<file path="src/design/irc_colour_code_stripper_assert.svh">
// Assertion macros shared by the colour-code stripper modules.
`ifndef IRC_COLOUR_CODE_STRIPPER_ASSERT_SVH
`define IRC_COLOUR_CODE_STRIPPER_ASSERT_SVH

// Same-cycle implication, checked out of reset.
`define IRCS_ASSERT_IMP(lbl, clk, rst_n, ante, cons, msg) \
  lbl: assert property (@(posedge clk) disable iff (!rst_n) (ante) |-> (cons)) \
    else $error(msg);

// Next-cycle implication, checked out of reset.
`define IRCS_ASSERT_NXT(lbl, clk, rst_n, ante, cons, msg) \
  lbl: assert property (@(posedge clk) disable iff (!rst_n) (ante) |=> (cons)) \
    else $error(msg);

`endif

</file>
<file path="src/design/ircs_pkg.sv">
`timescale 1ns / 1ps

package ircs_pkg;

  // Default width of the position counter
  localparam int POSITION_BITS_DEF = 16;
  // Width of the position field on the result channel
  localparam int OUT_POS_BITS = 16;
  // Most results one input beat can cause
  localparam int RES_MAX = 3;

  // Result queue geometry
  localparam int FIFO_DEPTH = 4;
  localparam int FIFO_AW    = 2;
  localparam int FIFO_CW    = 3;

  // Parser phases
  localparam logic [2:0] PH_IDLE  = 3'd0;
  localparam logic [2:0] PH_TILDE = 3'd1;
  localparam logic [2:0] PH_CTRL  = 3'd2;
  localparam logic [2:0] PH_DIG1  = 3'd3;
  localparam logic [2:0] PH_DIG2  = 3'd4;
  localparam logic [2:0] PH_COMMA = 3'd5;
  localparam logic [2:0] PH_CDIG1 = 3'd6;

  // Characters of interest
  localparam logic [7:0] CH_CTRL   = 8'h03;
  localparam logic [7:0] CH_TILDE  = 8'h7E;
  localparam logic [7:0] CH_COMMA  = 8'h2C;
  localparam logic [7:0] CH_S      = 8'h73;
  localparam logic [7:0] CH_DIG_LO = 8'h30;
  localparam logic [7:0] CH_DIG_HI = 8'h39;

  typedef struct packed {
    logic       tilde_held;
    logic [2:0] phase;
  } parse_state_t;

  typedef struct packed {
    logic [7:0]              ch;
    logic [OUT_POS_BITS-1:0] pos;
    logic                    has_char;
    logic                    last;
  } res_t;

  function automatic logic is_digit(logic [7:0] c);
    return (c >= CH_DIG_LO) && (c <= CH_DIG_HI);
  endfunction

  function automatic logic is_format_letter(logic [7:0] c);
    return (c == 8'h62) || (c == 8'h75) || (c == 8'h72) || (c == 8'h73) ||
           (c == 8'h63) || (c == 8'h69) || (c == 8'h43);
  endfunction

endpackage

</file>
<file path="src/design/ircs_step.sv">
`timescale 1ns / 1ps

module ircs_step #(
  parameter int POSITION_BITS = ircs_pkg::POSITION_BITS_DEF
) (
  input  ircs_pkg::parse_state_t                    st_cur,
  input  logic [POSITION_BITS-1:0]                  held_pos_cur,
  input  logic [POSITION_BITS-1:0]                  pos_cnt_cur,
  input  logic [7:0]                                in_byte,
  input  logic                                      in_last,
  output ircs_pkg::parse_state_t                    st_nxt,
  output logic [POSITION_BITS-1:0]                  held_pos_nxt,
  output logic [POSITION_BITS-1:0]                  pos_cnt_nxt,
  output ircs_pkg::res_t [ircs_pkg::RES_MAX-1:0]    res,
  output logic [1:0]                                res_num
);

  localparam int P   = POSITION_BITS;
  localparam int OPB = ircs_pkg::OUT_POS_BITS;
  localparam logic [P-1:0] POS_TOP = '1;
  localparam int NCAND = 5;

  typedef struct packed {
    logic [2:0]   phase;
    logic [P-1:0] held;
    logic [P-1:0] cnt;
    logic [1:0]   em_valid;
    logic [7:0]   em0_ch;
    logic [P-1:0] em0_pos;
    logic [7:0]   em1_ch;
    logic [P-1:0] em1_pos;
  } feed_t;

  // One parser step on one character: the phase arm may emit a held
  // character, then the character may be parsed anew from idle.
  function automatic feed_t feed(logic [2:0] ph, logic [P-1:0] held,
                                 logic [P-1:0] cnt, logic [7:0] c);
    feed_t f;
    logic  to_idle;
    f         = '0;
    f.phase   = ph;
    f.held    = held;
    f.cnt     = (cnt != POS_TOP) ? cnt + 1'b1 : cnt;
    to_idle   = 1'b0;
    unique case (ph) inside
      ircs_pkg::PH_TILDE: begin
        if (ircs_pkg::is_digit(c)) f.phase = ircs_pkg::PH_DIG1;
        else if (ircs_pkg::is_format_letter(c)) f.phase = ircs_pkg::PH_IDLE;
        else to_idle = 1'b1;
      end
      ircs_pkg::PH_CTRL: begin
        if (ircs_pkg::is_digit(c)) begin
          f.phase = ircs_pkg::PH_DIG1;
        end else begin
          f.em_valid[0] = 1'b1;
          f.em0_ch      = ircs_pkg::CH_CTRL;
          f.em0_pos     = held;
          to_idle       = 1'b1;
        end
      end
      ircs_pkg::PH_DIG1, ircs_pkg::PH_DIG2: begin
        if (ph == ircs_pkg::PH_DIG1 && ircs_pkg::is_digit(c)) begin
          f.phase = ircs_pkg::PH_DIG2;
        end else if (c == ircs_pkg::CH_COMMA) begin
          f.phase = ircs_pkg::PH_COMMA;
          f.held  = cnt;
        end else begin
          to_idle = 1'b1;
        end
      end
      ircs_pkg::PH_COMMA: begin
        if (ircs_pkg::is_digit(c)) begin
          f.phase = ircs_pkg::PH_CDIG1;
        end else begin
          f.em_valid[0] = 1'b1;
          f.em0_ch      = ircs_pkg::CH_COMMA;
          f.em0_pos     = held;
          to_idle       = 1'b1;
        end
      end
      ircs_pkg::PH_CDIG1: begin
        if (ircs_pkg::is_digit(c)) f.phase = ircs_pkg::PH_IDLE;
        else to_idle = 1'b1;
      end
      default: to_idle = 1'b1;
    endcase
    if (to_idle) begin
      if (c == ircs_pkg::CH_TILDE) begin
        f.phase = ircs_pkg::PH_TILDE;
        f.held  = cnt;
      end else if (c == ircs_pkg::CH_CTRL) begin
        f.phase = ircs_pkg::PH_CTRL;
        f.held  = cnt;
      end else begin
        f.phase       = ircs_pkg::PH_IDLE;
        f.em_valid[1] = 1'b1;
        f.em1_ch      = c;
        f.em1_pos     = cnt;
      end
    end
    return f;
  endfunction

  logic                 en1, en2, is_s, is_tilde, fl_valid;
  logic [7:0]           c1;
  feed_t                f1, f2, mid;
  logic [2:0]           ph_end;
  logic [P-1:0]         held_end, cnt_end;
  logic [NCAND-1:0]     cand_v;
  ircs_pkg::res_t [NCAND-1:0] cand;
  logic [1:0]           n;

  // Front stage: "~s" removal decides which characters reach the parser
  assign is_s     = (in_byte == ircs_pkg::CH_S);
  assign is_tilde = (in_byte == ircs_pkg::CH_TILDE);
  assign en1      = st_cur.tilde_held ? !is_s : !is_tilde;
  assign c1       = st_cur.tilde_held ? ircs_pkg::CH_TILDE : in_byte;
  assign en2      = (st_cur.tilde_held && !is_s && !is_tilde) || (in_last && is_tilde);

  // Two chained parser steps
  always_comb begin
    f1 = feed(st_cur.phase, held_pos_cur, pos_cnt_cur, c1);
    if (en1) begin
      mid = f1;
    end else begin
      mid       = '0;
      mid.phase = st_cur.phase;
      mid.held  = held_pos_cur;
      mid.cnt   = pos_cnt_cur;
    end
    f2 = feed(mid.phase, mid.held, mid.cnt, in_byte);
    if (en2) begin
      ph_end   = f2.phase;
      held_end = f2.held;
      cnt_end  = f2.cnt;
    end else begin
      ph_end   = mid.phase;
      held_end = mid.held;
      cnt_end  = mid.cnt;
    end
  end

  // Flush a pending control byte or comma at end of text
  assign fl_valid = in_last &&
                    (ph_end == ircs_pkg::PH_CTRL || ph_end == ircs_pkg::PH_COMMA);

  // Gather candidate results in emission order
  always_comb begin
    cand_v[0] = en1 && f1.em_valid[0];
    cand_v[1] = en1 && f1.em_valid[1];
    cand_v[2] = en2 && f2.em_valid[0];
    cand_v[3] = en2 && f2.em_valid[1];
    cand_v[4] = fl_valid;
    cand[0]   = '{ch: f1.em0_ch, pos: OPB'(f1.em0_pos), has_char: 1'b1, last: 1'b0};
    cand[1]   = '{ch: f1.em1_ch, pos: OPB'(f1.em1_pos), has_char: 1'b1, last: 1'b0};
    cand[2]   = '{ch: f2.em0_ch, pos: OPB'(f2.em0_pos), has_char: 1'b1, last: 1'b0};
    cand[3]   = '{ch: f2.em1_ch, pos: OPB'(f2.em1_pos), has_char: 1'b1, last: 1'b0};
    cand[4]   = '{ch: (ph_end == ircs_pkg::PH_CTRL) ? ircs_pkg::CH_CTRL : ircs_pkg::CH_COMMA,
                  pos: OPB'(held_end), has_char: 1'b1, last: 1'b0};
  end

  // Pack valid candidates, add the bare end marker, tag the final result
  always_comb begin
    res = '0;
    n   = 2'd0;
    for (int i = 0; i < NCAND; i++) begin
      if (cand_v[i] && n != 2'd3) begin
        res[n] = cand[i];
        n      = n + 2'd1;
      end
    end
    if (in_last && n == 2'd0) begin
      res[0] = '0;
      n      = 2'd1;
    end
    if (in_last) res[n - 2'd1].last = 1'b1;
    res_num = n;
  end

  // Next state; end of text returns everything to reset
  always_comb begin
    if (in_last) begin
      st_nxt       = '{tilde_held: 1'b0, phase: ircs_pkg::PH_IDLE};
      held_pos_nxt = '0;
      pos_cnt_nxt  = '0;
    end else begin
      st_nxt       = '{tilde_held: is_tilde, phase: ph_end};
      held_pos_nxt = held_end;
      pos_cnt_nxt  = cnt_end;
    end
  end

endmodule

</file>
<file path="src/design/ircs_out_fifo.sv">
`timescale 1ns / 1ps
`include "irc_colour_code_stripper_assert.svh"

module ircs_out_fifo (
  input  logic                                   clk,
  input  logic                                   rst_n,
  input  logic                                   push,
  input  logic [1:0]                             push_num,
  input  ircs_pkg::res_t [ircs_pkg::RES_MAX-1:0] push_data,
  input  logic                                   out_stall,
  output logic                                   out_valid,
  output ircs_pkg::res_t                         head,
  output logic                                   space_ok
);

  localparam int AW    = ircs_pkg::FIFO_AW;
  localparam int CW    = ircs_pkg::FIFO_CW;
  localparam int DEPTH = ircs_pkg::FIFO_DEPTH;

  ircs_pkg::res_t mem_r [DEPTH];
  logic [AW-1:0]  wr_ptr_r, wr_ptr_nxt, rd_ptr_r, rd_ptr_nxt;
  logic [CW-1:0]  count_r, count_nxt;
  logic [CW-1:0]  push_cnt;
  logic           pop;

  // Pop on an output beat; room for a full burst once the pop is counted
  assign pop       = (count_r != '0) && !out_stall;
  assign out_valid = (count_r != '0);
  assign head      = mem_r[rd_ptr_r];
  assign space_ok  = (count_r <= CW'(1)) || (count_r == CW'(2) && pop);
  assign push_cnt  = push ? CW'(push_num) : '0;

  always_comb begin
    wr_ptr_nxt = wr_ptr_r + AW'(push_cnt);
    rd_ptr_nxt = rd_ptr_r + AW'(pop);
    count_nxt  = count_r + push_cnt - CW'(pop);
  end

  // Pointers and fill
  always_ff @(posedge clk) begin
    if (!rst_n) begin
      wr_ptr_r <= '0;
      rd_ptr_r <= '0;
      count_r  <= '0;
    end else begin
      wr_ptr_r <= wr_ptr_nxt;
      rd_ptr_r <= rd_ptr_nxt;
      count_r  <= count_nxt;
    end
  end

  // Write the burst into consecutive slots
  always_ff @(posedge clk) begin
    for (int i = 0; i < ircs_pkg::RES_MAX; i++) begin
      if (push && i < int'(push_num)) mem_r[wr_ptr_r + AW'(i)] <= push_data[i];
    end
  end

  `IRCS_ASSERT_IMP(a_fill_bound, clk, rst_n, 1'b1, count_r <= CW'(DEPTH), "fifo overfilled")
  `IRCS_ASSERT_IMP(a_push_fits, clk, rst_n, push, (count_r - CW'(pop)) + push_cnt <= CW'(DEPTH), "push without room")
  `IRCS_ASSERT_NXT(a_push_shows, clk, rst_n, push && push_num != 2'd0, count_r != '0, "pushed beat not visible")

endmodule

</file>
<file path="src/design/irc_colour_code_stripper.sv">
`timescale 1ns / 1ps
// Channel   Direction  Handshake           Payload
// in_       input      in_valid/in_stall   in_byte, in_last
// out_      output     out_valid/out_stall out_byte, out_position, out_has_char, out_last
//
// All parsing is done in the accept cycle and the up to three results land in a 4-entry
// result queue, drained at one beat per cycle while out_stall is low. From an empty
// queue, a beat's first result is on out_ the cycle after accept. Sustained input rate
// is one beat per cycle while each beat yields at most one result and out_stall is low.
// in_stall rises while the queue cannot take a full burst of three after this cycle's pop.
// Synchronous active-low reset clears the parser state and empties the queue.
`include "irc_colour_code_stripper_assert.svh"

module irc_colour_code_stripper #(
  parameter int POSITION_BITS = ircs_pkg::POSITION_BITS_DEF
) (
  input  logic        clk,
  input  logic        rst_n,
  input  logic        in_valid,
  output logic        in_stall,
  input  logic [7:0]  in_byte,
  input  logic        in_last,
  output logic        out_valid,
  input  logic        out_stall,
  output logic [7:0]  out_byte,
  output logic [ircs_pkg::OUT_POS_BITS-1:0] out_position,
  output logic        out_has_char,
  output logic        out_last
);

  ircs_pkg::parse_state_t                 st_r, st_nxt;
  logic [POSITION_BITS-1:0]               held_pos_r, held_pos_nxt;
  logic [POSITION_BITS-1:0]               pos_cnt_r, pos_cnt_nxt;
  ircs_pkg::res_t [ircs_pkg::RES_MAX-1:0] res;
  logic [1:0]                             res_num;
  ircs_pkg::res_t                         head;
  logic                                   space_ok;
  logic                                   accept;

  assign in_stall = !space_ok;
  assign accept   = in_valid && space_ok;

  // Parse one beat
  ircs_step #(
    .POSITION_BITS(POSITION_BITS)
  ) u_step (
    .st_cur      (st_r),
    .held_pos_cur(held_pos_r),
    .pos_cnt_cur (pos_cnt_r),
    .in_byte     (in_byte),
    .in_last     (in_last),
    .st_nxt      (st_nxt),
    .held_pos_nxt(held_pos_nxt),
    .pos_cnt_nxt (pos_cnt_nxt),
    .res         (res),
    .res_num     (res_num)
  );

  // Advance parser state on an accepted beat
  always_ff @(posedge clk) begin
    if (!rst_n) begin
      st_r       <= '{tilde_held: 1'b0, phase: ircs_pkg::PH_IDLE};
      held_pos_r <= '0;
      pos_cnt_r  <= '0;
    end else if (accept) begin
      st_r       <= st_nxt;
      held_pos_r <= held_pos_nxt;
      pos_cnt_r  <= pos_cnt_nxt;
    end
  end

  // Queue the results
  ircs_out_fifo u_fifo (
    .clk      (clk),
    .rst_n    (rst_n),
    .push     (accept),
    .push_num (res_num),
    .push_data(res),
    .out_stall(out_stall),
    .out_valid(out_valid),
    .head     (head),
    .space_ok (space_ok)
  );

  assign out_byte     = head.ch;
  assign out_position = head.pos;
  assign out_has_char = head.has_char;
  assign out_last     = head.last;

  `IRCS_ASSERT_NXT(a_last_clears, clk, rst_n, accept && in_last,
                   !st_r.tilde_held && st_r.phase == ircs_pkg::PH_IDLE && pos_cnt_r == '0,
                   "state not cleared after last beat")
  `IRCS_ASSERT_IMP(a_bare_is_last, clk, rst_n, out_valid && !out_has_char, out_last,
                   "bare result without last")
  `IRCS_ASSERT_IMP(a_bare_is_zero, clk, rst_n, out_valid && !out_has_char,
                   out_byte == 8'h00 && out_position == '0, "bare result carries data")

endmodule

</file>
<file path="config.mk">
export PLATFORM = sky130hd
export DESIGN_NAME = irc_colour_code_stripper
export DESIGN_NICKNAME = d
export VERILOG_FILES = /design/src/design/ircs_pkg.sv /design/src/design/ircs_step.sv /design/src/design/ircs_out_fifo.sv /design/src/design/irc_colour_code_stripper.sv
export VERILOG_INCLUDE_DIRS = /design/src /design/src/design
export SDC_FILE = /design/constraint.sdc
export NUM_CORES = 1
export LEC_CHECK = 0
export BUFFER_PORTS_ARGS = -buffer_cell sky130_fd_sc_hd__buf_2
export CORE_MARGIN = 2
export CORE_UTILIZATION = 37
export DETAILED_ROUTE_END_ITERATION = 8
export PLACE_DENSITY = 0.52
export SLEW_MARGIN = 20
export SYNTH_ARGS = -nofsm -noshare
export SYNTH_HDL_FRONTEND = slang
export SYNTH_HIERARCHICAL = 1
export SYNTH_SLANG_ARGS = --single-unit
</file>
<file path="constraint.sdc">
create_clock -name clk -period 18.5 [get_ports clk]
set_input_delay 2.775 -clock clk [delete_from_list [all_inputs] [get_ports clk]]
set_output_delay 2.775 -clock clk [all_outputs]
set_load 0.005 [all_outputs]
</file>
; ---- After elaboration in Yosys (flattened, before gate mapping)
; Memory sizes are Yosys's and may differ from the RTL's. A register that Yosys moved wholly into a read port is not among the register bits.
; Index checks and enable logic that the tools add are counted.
[word_totals]
regBits = 43
ram_bits = 104
in_bits = 13
out_inout_bits = 28
word_cells = 243
mem_count = 1
[op_classes]
n_addsub = 13
magnitude_cmp = 18
n_eq_ne = 41
muxes = 109
reduce_logical = 54
[memory_table]
columns = memory, words, width, read_ports, rd_clocked_by_memory_dff, wr, line
row1 = u_fifo.mem_r, 4, 26, 1, 1, 2, ircs_out_fifo.sv:20  ; ircs_pkg::res_t mem_r [DEPTH];
[ops]
columns = cell, count
row1 = bitwise mux 78 bit, 5
row2 = 2-to-1 mux 78 bit, 5
row3 = demux 26 bit (select 2 bit), 5
row4 = 2-to-1 mux 16 bit, 12
row5 = 2-to-1 mux 26 bit, 7
row6 = 2-to-1 mux 24 bit, 6
row7 = "== test 8 x 7 -> 1 bit, second input constant", 16
row8 = 2-to-1 mux 19 bit, 6
row9 = 2-to-1 mux 25 bit, 4
row10 = case mux 25 bit (2 select lines), 2
row11 = 2-to-1 mux 85 bit, 1
row12 = 2-to-1 mux 3 bit, 13
row13 = "adder 16 x 1 -> 16 bit, second input constant", 2
row14 = "inequality test 16 bit, second input constant", 2
row15 = case mux 3 bit (5 select lines), 2
row16 = logical AND 1 bit, 28
row17 = 2-to-1 mux 1 bit, 26
row18 = OR reduction 26 bit, 1
row19 = "== test 3 bit, second input constant", 7
row20 = 2-to-1 mux 2 bit, 10
row21 = "== test 3 x 2 -> 1 bit, second input constant", 6
row22 = "== test 8 x 2 -> 1 bit, second input constant", 2
row23 = "== test 8 x 6 -> 1 bit, second input constant", 2
row24 = ">= comparator 8 x 6 -> 1 bit, second input constant", 2
row25 = 29 further kinds, 63

; ---- Depth between registers and ports, before layout
[logic_depth]
depth_word = 37
ltp_mapped = 41
mapped_depth_nobuf = 34

; ---- Hierarchy
; Netlist, hierarchy kept.
[modules_own_cells]
columns = module, n_inst, cells_each, area_per_inst_um2, seq_area_each_um2
row1 = ircs_out_fifo, 1, 434, 7030.5, 3263.1
row2 = ircs_step, 1, 726, 4825.9, 0.0
row3 = irc_colour_code_stripper, 1, 166, 1502.7, 720.7

; ---- Least setup slack after synthesis
; Ideal clock, no wire load.
[synth_path]
kind = input to register
from = in in_byte[5]
to = mem u_fifo/mem_r[1][0] (netlist name) (enable)
setup_time_ps = 449
arrival_ps = 10744
required_ps = 18051
path_slack_ps = 7307
stages = 31
n_path_buf = 7
cell_sequence = buf_4 -> or3b_1 -> or3_4 -> a2111oi_4 -> nor2_2 -> o31a_1 -> buf_2 -> a21oi_2 -> nand2b_4 -> nor2_1 -> fa_1 -> ha_1 -> nor4_1 -> o211ai_1 -> a21oi_1 -> buf_2 -> and2_1 -> a21o_1 -> buf_4 -> inv_1 -> ha_1 -> nor2b_1 -> and3b_1 -> buf_2 -> nand2b_1 -> o21ai_0 -> buf_2 -> buf_2 -> nand2b_1 -> nand3_1 -> a21boi_0
[synth_lines]
columns = item, line
row1 = start: declaration, irc_colour_code_stripper.sv:21  ; input logic [7:0] in_byte,
row2 = end: declaration, ircs_out_fifo.sv:20

==> results.cfg <==
[critical_path]
required_ns = 18.68
critPathCaptureType = flop
path_buf_inv = 4
crit_family = compound AO/OA/AOI/OAI gates
path_max_fanout = 32
cp-start-kind = input port
crit_type = input port to flop
slowest_delay_ns = 1.00
cpMaxStageDelayCell = and4bb_2
worstPathArrival_ns = 12.19

[clock_tree]
clock-root-buffer = clkbuf_16
tritoncts = built
clk_pin_slew_ns = 0.07
numClockSinks = 147
cts_hold_buffers = 0
h-tree-depth = 4
cts_setup_buffers = 0
clk_path_buf_depth = 2
numCtsBuffers = 17
worstSkewPairLatency_ns = 0.44
cts_resized = 0

[logic_synthesis]
syn_area_per_cell_um2 = 10.1
synth_top_family_by_area = multiplexers
syn_nets = 1358
yosysWarnings = 6
synth.area.top_cells = edfxtp_1 23%, mux2_2 14%, dfxtp_1 6.4%
ys_dominant_reg_cell = edfxtp_1
synthCells = 1326
yosysTopAreaCellShare_pct = 23.4
ys_seq_area_share_pct = 29.8
ys_ff_latch = 147
synth_top_cell_by_area = edfxtp_1
synthMuxAreaShare_pct = 24.8
synth-async-reset-ratio_pct = 0
synth_compound_area_share_pct = 18.9
synth_xor_area_share_pct = 1.90
syn-cell-area_um2 = 13400
synth.distinct_cells = 103
synth_edf_count = 104
synthAdderAreaFrac_pct = 1.89
yosys.area_share.simple_pct = 16.5

[placement]
port_buffers = 40
dp_hpwl_um = 28500
gp_congestion = 0.913
place_inst = 1731
pre_cts_ws_ns = 6.16

[flow_run]
drv_cap = 0

[drt]
viasPerCell = 6.04
drtAntennaViolNets = 0
route.detailed.drc = 0
wl_per_cell_um = 23.0
first_iter_violations = 924
vias = 10700
routed_wl_um = 40500
first_pass_iters = 5

[pwr]
irDropWorstVdd_uv = 75.5
leakagePower_nw = 4.97
cellPowerDensity_nw_per_um2 = 67.9
power_uw = 967

[final_layout]
nNetsFinal = 1321
final_layout_size_suffix_gt1_share_pct = 33.0
area_growth_pct = 6.60
diodes = 0
final_util_pct = 40.0
nFillCells = 3543
fin_cells = 1763

[timing]
setup_tns_ns = 0
worst_pin_slew_ns = 1.09
relSlewSlack_pct = 27.2
drv_slew = 0
clock_skew_ns = 0.0184
rsz0062_at_grt = no
fin_crit_ns = 12.02
setup_viol = 0
fmax_ghz = 0.0832
fin_ws_ns = 6.48
hold_viol_final = 0
period_share_pct = 65.0

[global_route]
antenna_found_initial = 0
grt_pass1_wl_um = 63300
grt_max_degree = 81
track_usage_pct = 21.4
grt_pass1_vias = 10400
grt-ovfl-total = 0

[die]
die_x_um = 194
die_y_um = 194
start_util_pct = 37.6
coreArea_um2 = 35600
num_rows = 69
die_area_um2 = 37600
ioPinCount = 41

[outcome]
outcome = complete, no violations

[min_path]
hp-class = flop to flop
flip-flops by register name, indices dropped and copies added (netlist names):
register / flops
u_fifo/wr_ptr_r: 2
u_fifo/rd_ptr_r: 2
st_r: 4
u_fifo/mem_r: 104
u_fifo/count_r: 3
pos_cnt_r: 16
held_pos_r: 16
worst paths after layout:
check                       from                 end  slack [ns]  cells after the start
hold reg to reg   held_pos_r[15]      held_pos_r[15]        0.48                      2
setup reg to reg         st_r[3]  u_fifo/mem_r[1][2]        8.39                     27
hold / removal    held_pos_r[15]      held_pos_r[15]        0.48                      2
setup / recovery      in_byte[1]  u_fifo/mem_r[1][2]        6.48                     27
cell type report:
cell class / instances / area [um2] / area share, %
multi-input combinational: 1020 / 8590 / 60.3
sequential: 147 / 3990 / 28.0
tap: 461 / 577 / 4.05
clock buffer: 17 / 425 / 2.99
timing repair buffer: 60 / 350 / 2.46
inverter: 43 / 161 / 1.13
clock inverter: 15 / 146 / 1.03
layer usage:
layer	global-route usage [%]	wire (um)	vias up
met2	33.5	18100	352
met4	5.72	716	0
met3	3.20	2260	46
li1	-	-	5054
met1	30.7	19400	5203
met5	0	0	-
worst min-delay path, stage by stage (launching register included):
cell and delay, ns:
dfxtp_1 0.32, nand2_1 0.05, o21ai_0 0.06
power by group:
part | internal [mW] | switching (mW) | total, mW
logic | 0.0928 | 0.116 | 0.209
clock network | 0.189 | 0.158 | 0.347
registers | 0.387 | 0.0241 | 0.411
Yosys cell counts, drive strengths merged, types with 5 or more instances:
| library cell | count |
|---|---|
| inv | 41 |
| or2 | 5 |
| a21oi | 31 |
| a22oi | 16 |
| nand4 | 48 |
| nor4 | 9 |
| ha | 17 |
| nand2b | 23 |
| mux2 | 212 |
| or3 | 6 |
| nand3 | 18 |
| nor2b | 7 |
| nor2 | 63 |
| o21ai | 65 |
| a2bb2oi | 12 |
| and3 | 11 |
| nand2 | 130 |
| o211ai | 16 |
| a31oi | 14 |
| edfxtp | 104 |
| a221oi | 21 |
| dfxtp | 43 |
| nor3b | 5 |
| a211oi | 29 |
| nor3 | 29 |
| a2111oi | 7 |
| xor2 | 10 |
| xnor2 | 19 |
| o31ai | 17 |
| and2 | 26 |
| mux2i | 19 |
| buf | 62 |
| clkbuf | 54 |
| o221ai | 21 |
| mux4 | 26 |
| o22ai | 15 |
metrics by stage:
step,hold slack [ns],area (um2)
global route,0.507,14200
finish,0.479,14200
detailed placement,0.471,13700
global placement,0.465,13700
CTS,0.481,14200
floorplan,0.438,13400
logic make-up (layout without fill, tap and decap cells):
| family | Yosys count | in the layout |
|---|---|---|
| AOI/OAI and AO/OA | 305 | 305 |
| xor gates and xnor gates | 29 | 29 |
| adders and majority gates | 19 | 19 |
| buffers and inverters | 159 | 135 |
| DFF | 147 | 147 |
| muxes | 257 | 257 |
| and+or+nand+nor | 410 | 410 |
placed cells by master, fill, tap and decap left out, drive strengths merged, types with 6 or more instances in the layout:
cell type  Yosys  routed
mux2         212     212
nand2        130     130
edfxtp       104     104
o21ai         65      65
nor2          63      63
buf           62      60
nand4         48      48
inv           41      47
dfxtp         43      43
a21oi         31      31
nor3          29      29
a211oi        29      29
mux4          26      26
and2          26      26
nand2b        23      23
o221ai        21      21
a221oi        21      21
mux2i         19      19
xnor2         19      19
nand3         18      18
clkbuf        54      17
ha            17      17
o31ai         17      17
a22oi         16      16
o211ai        16      16
o22ai         15      15
a31oi         14      14
a2bb2oi       12      12
and3          11      11
xor2          10      10
nor4           9       9
clkinv         2       9
nor2b          7       7
a2111oi        7       7
or3            6       6
(Power assumes the default switching activity.)
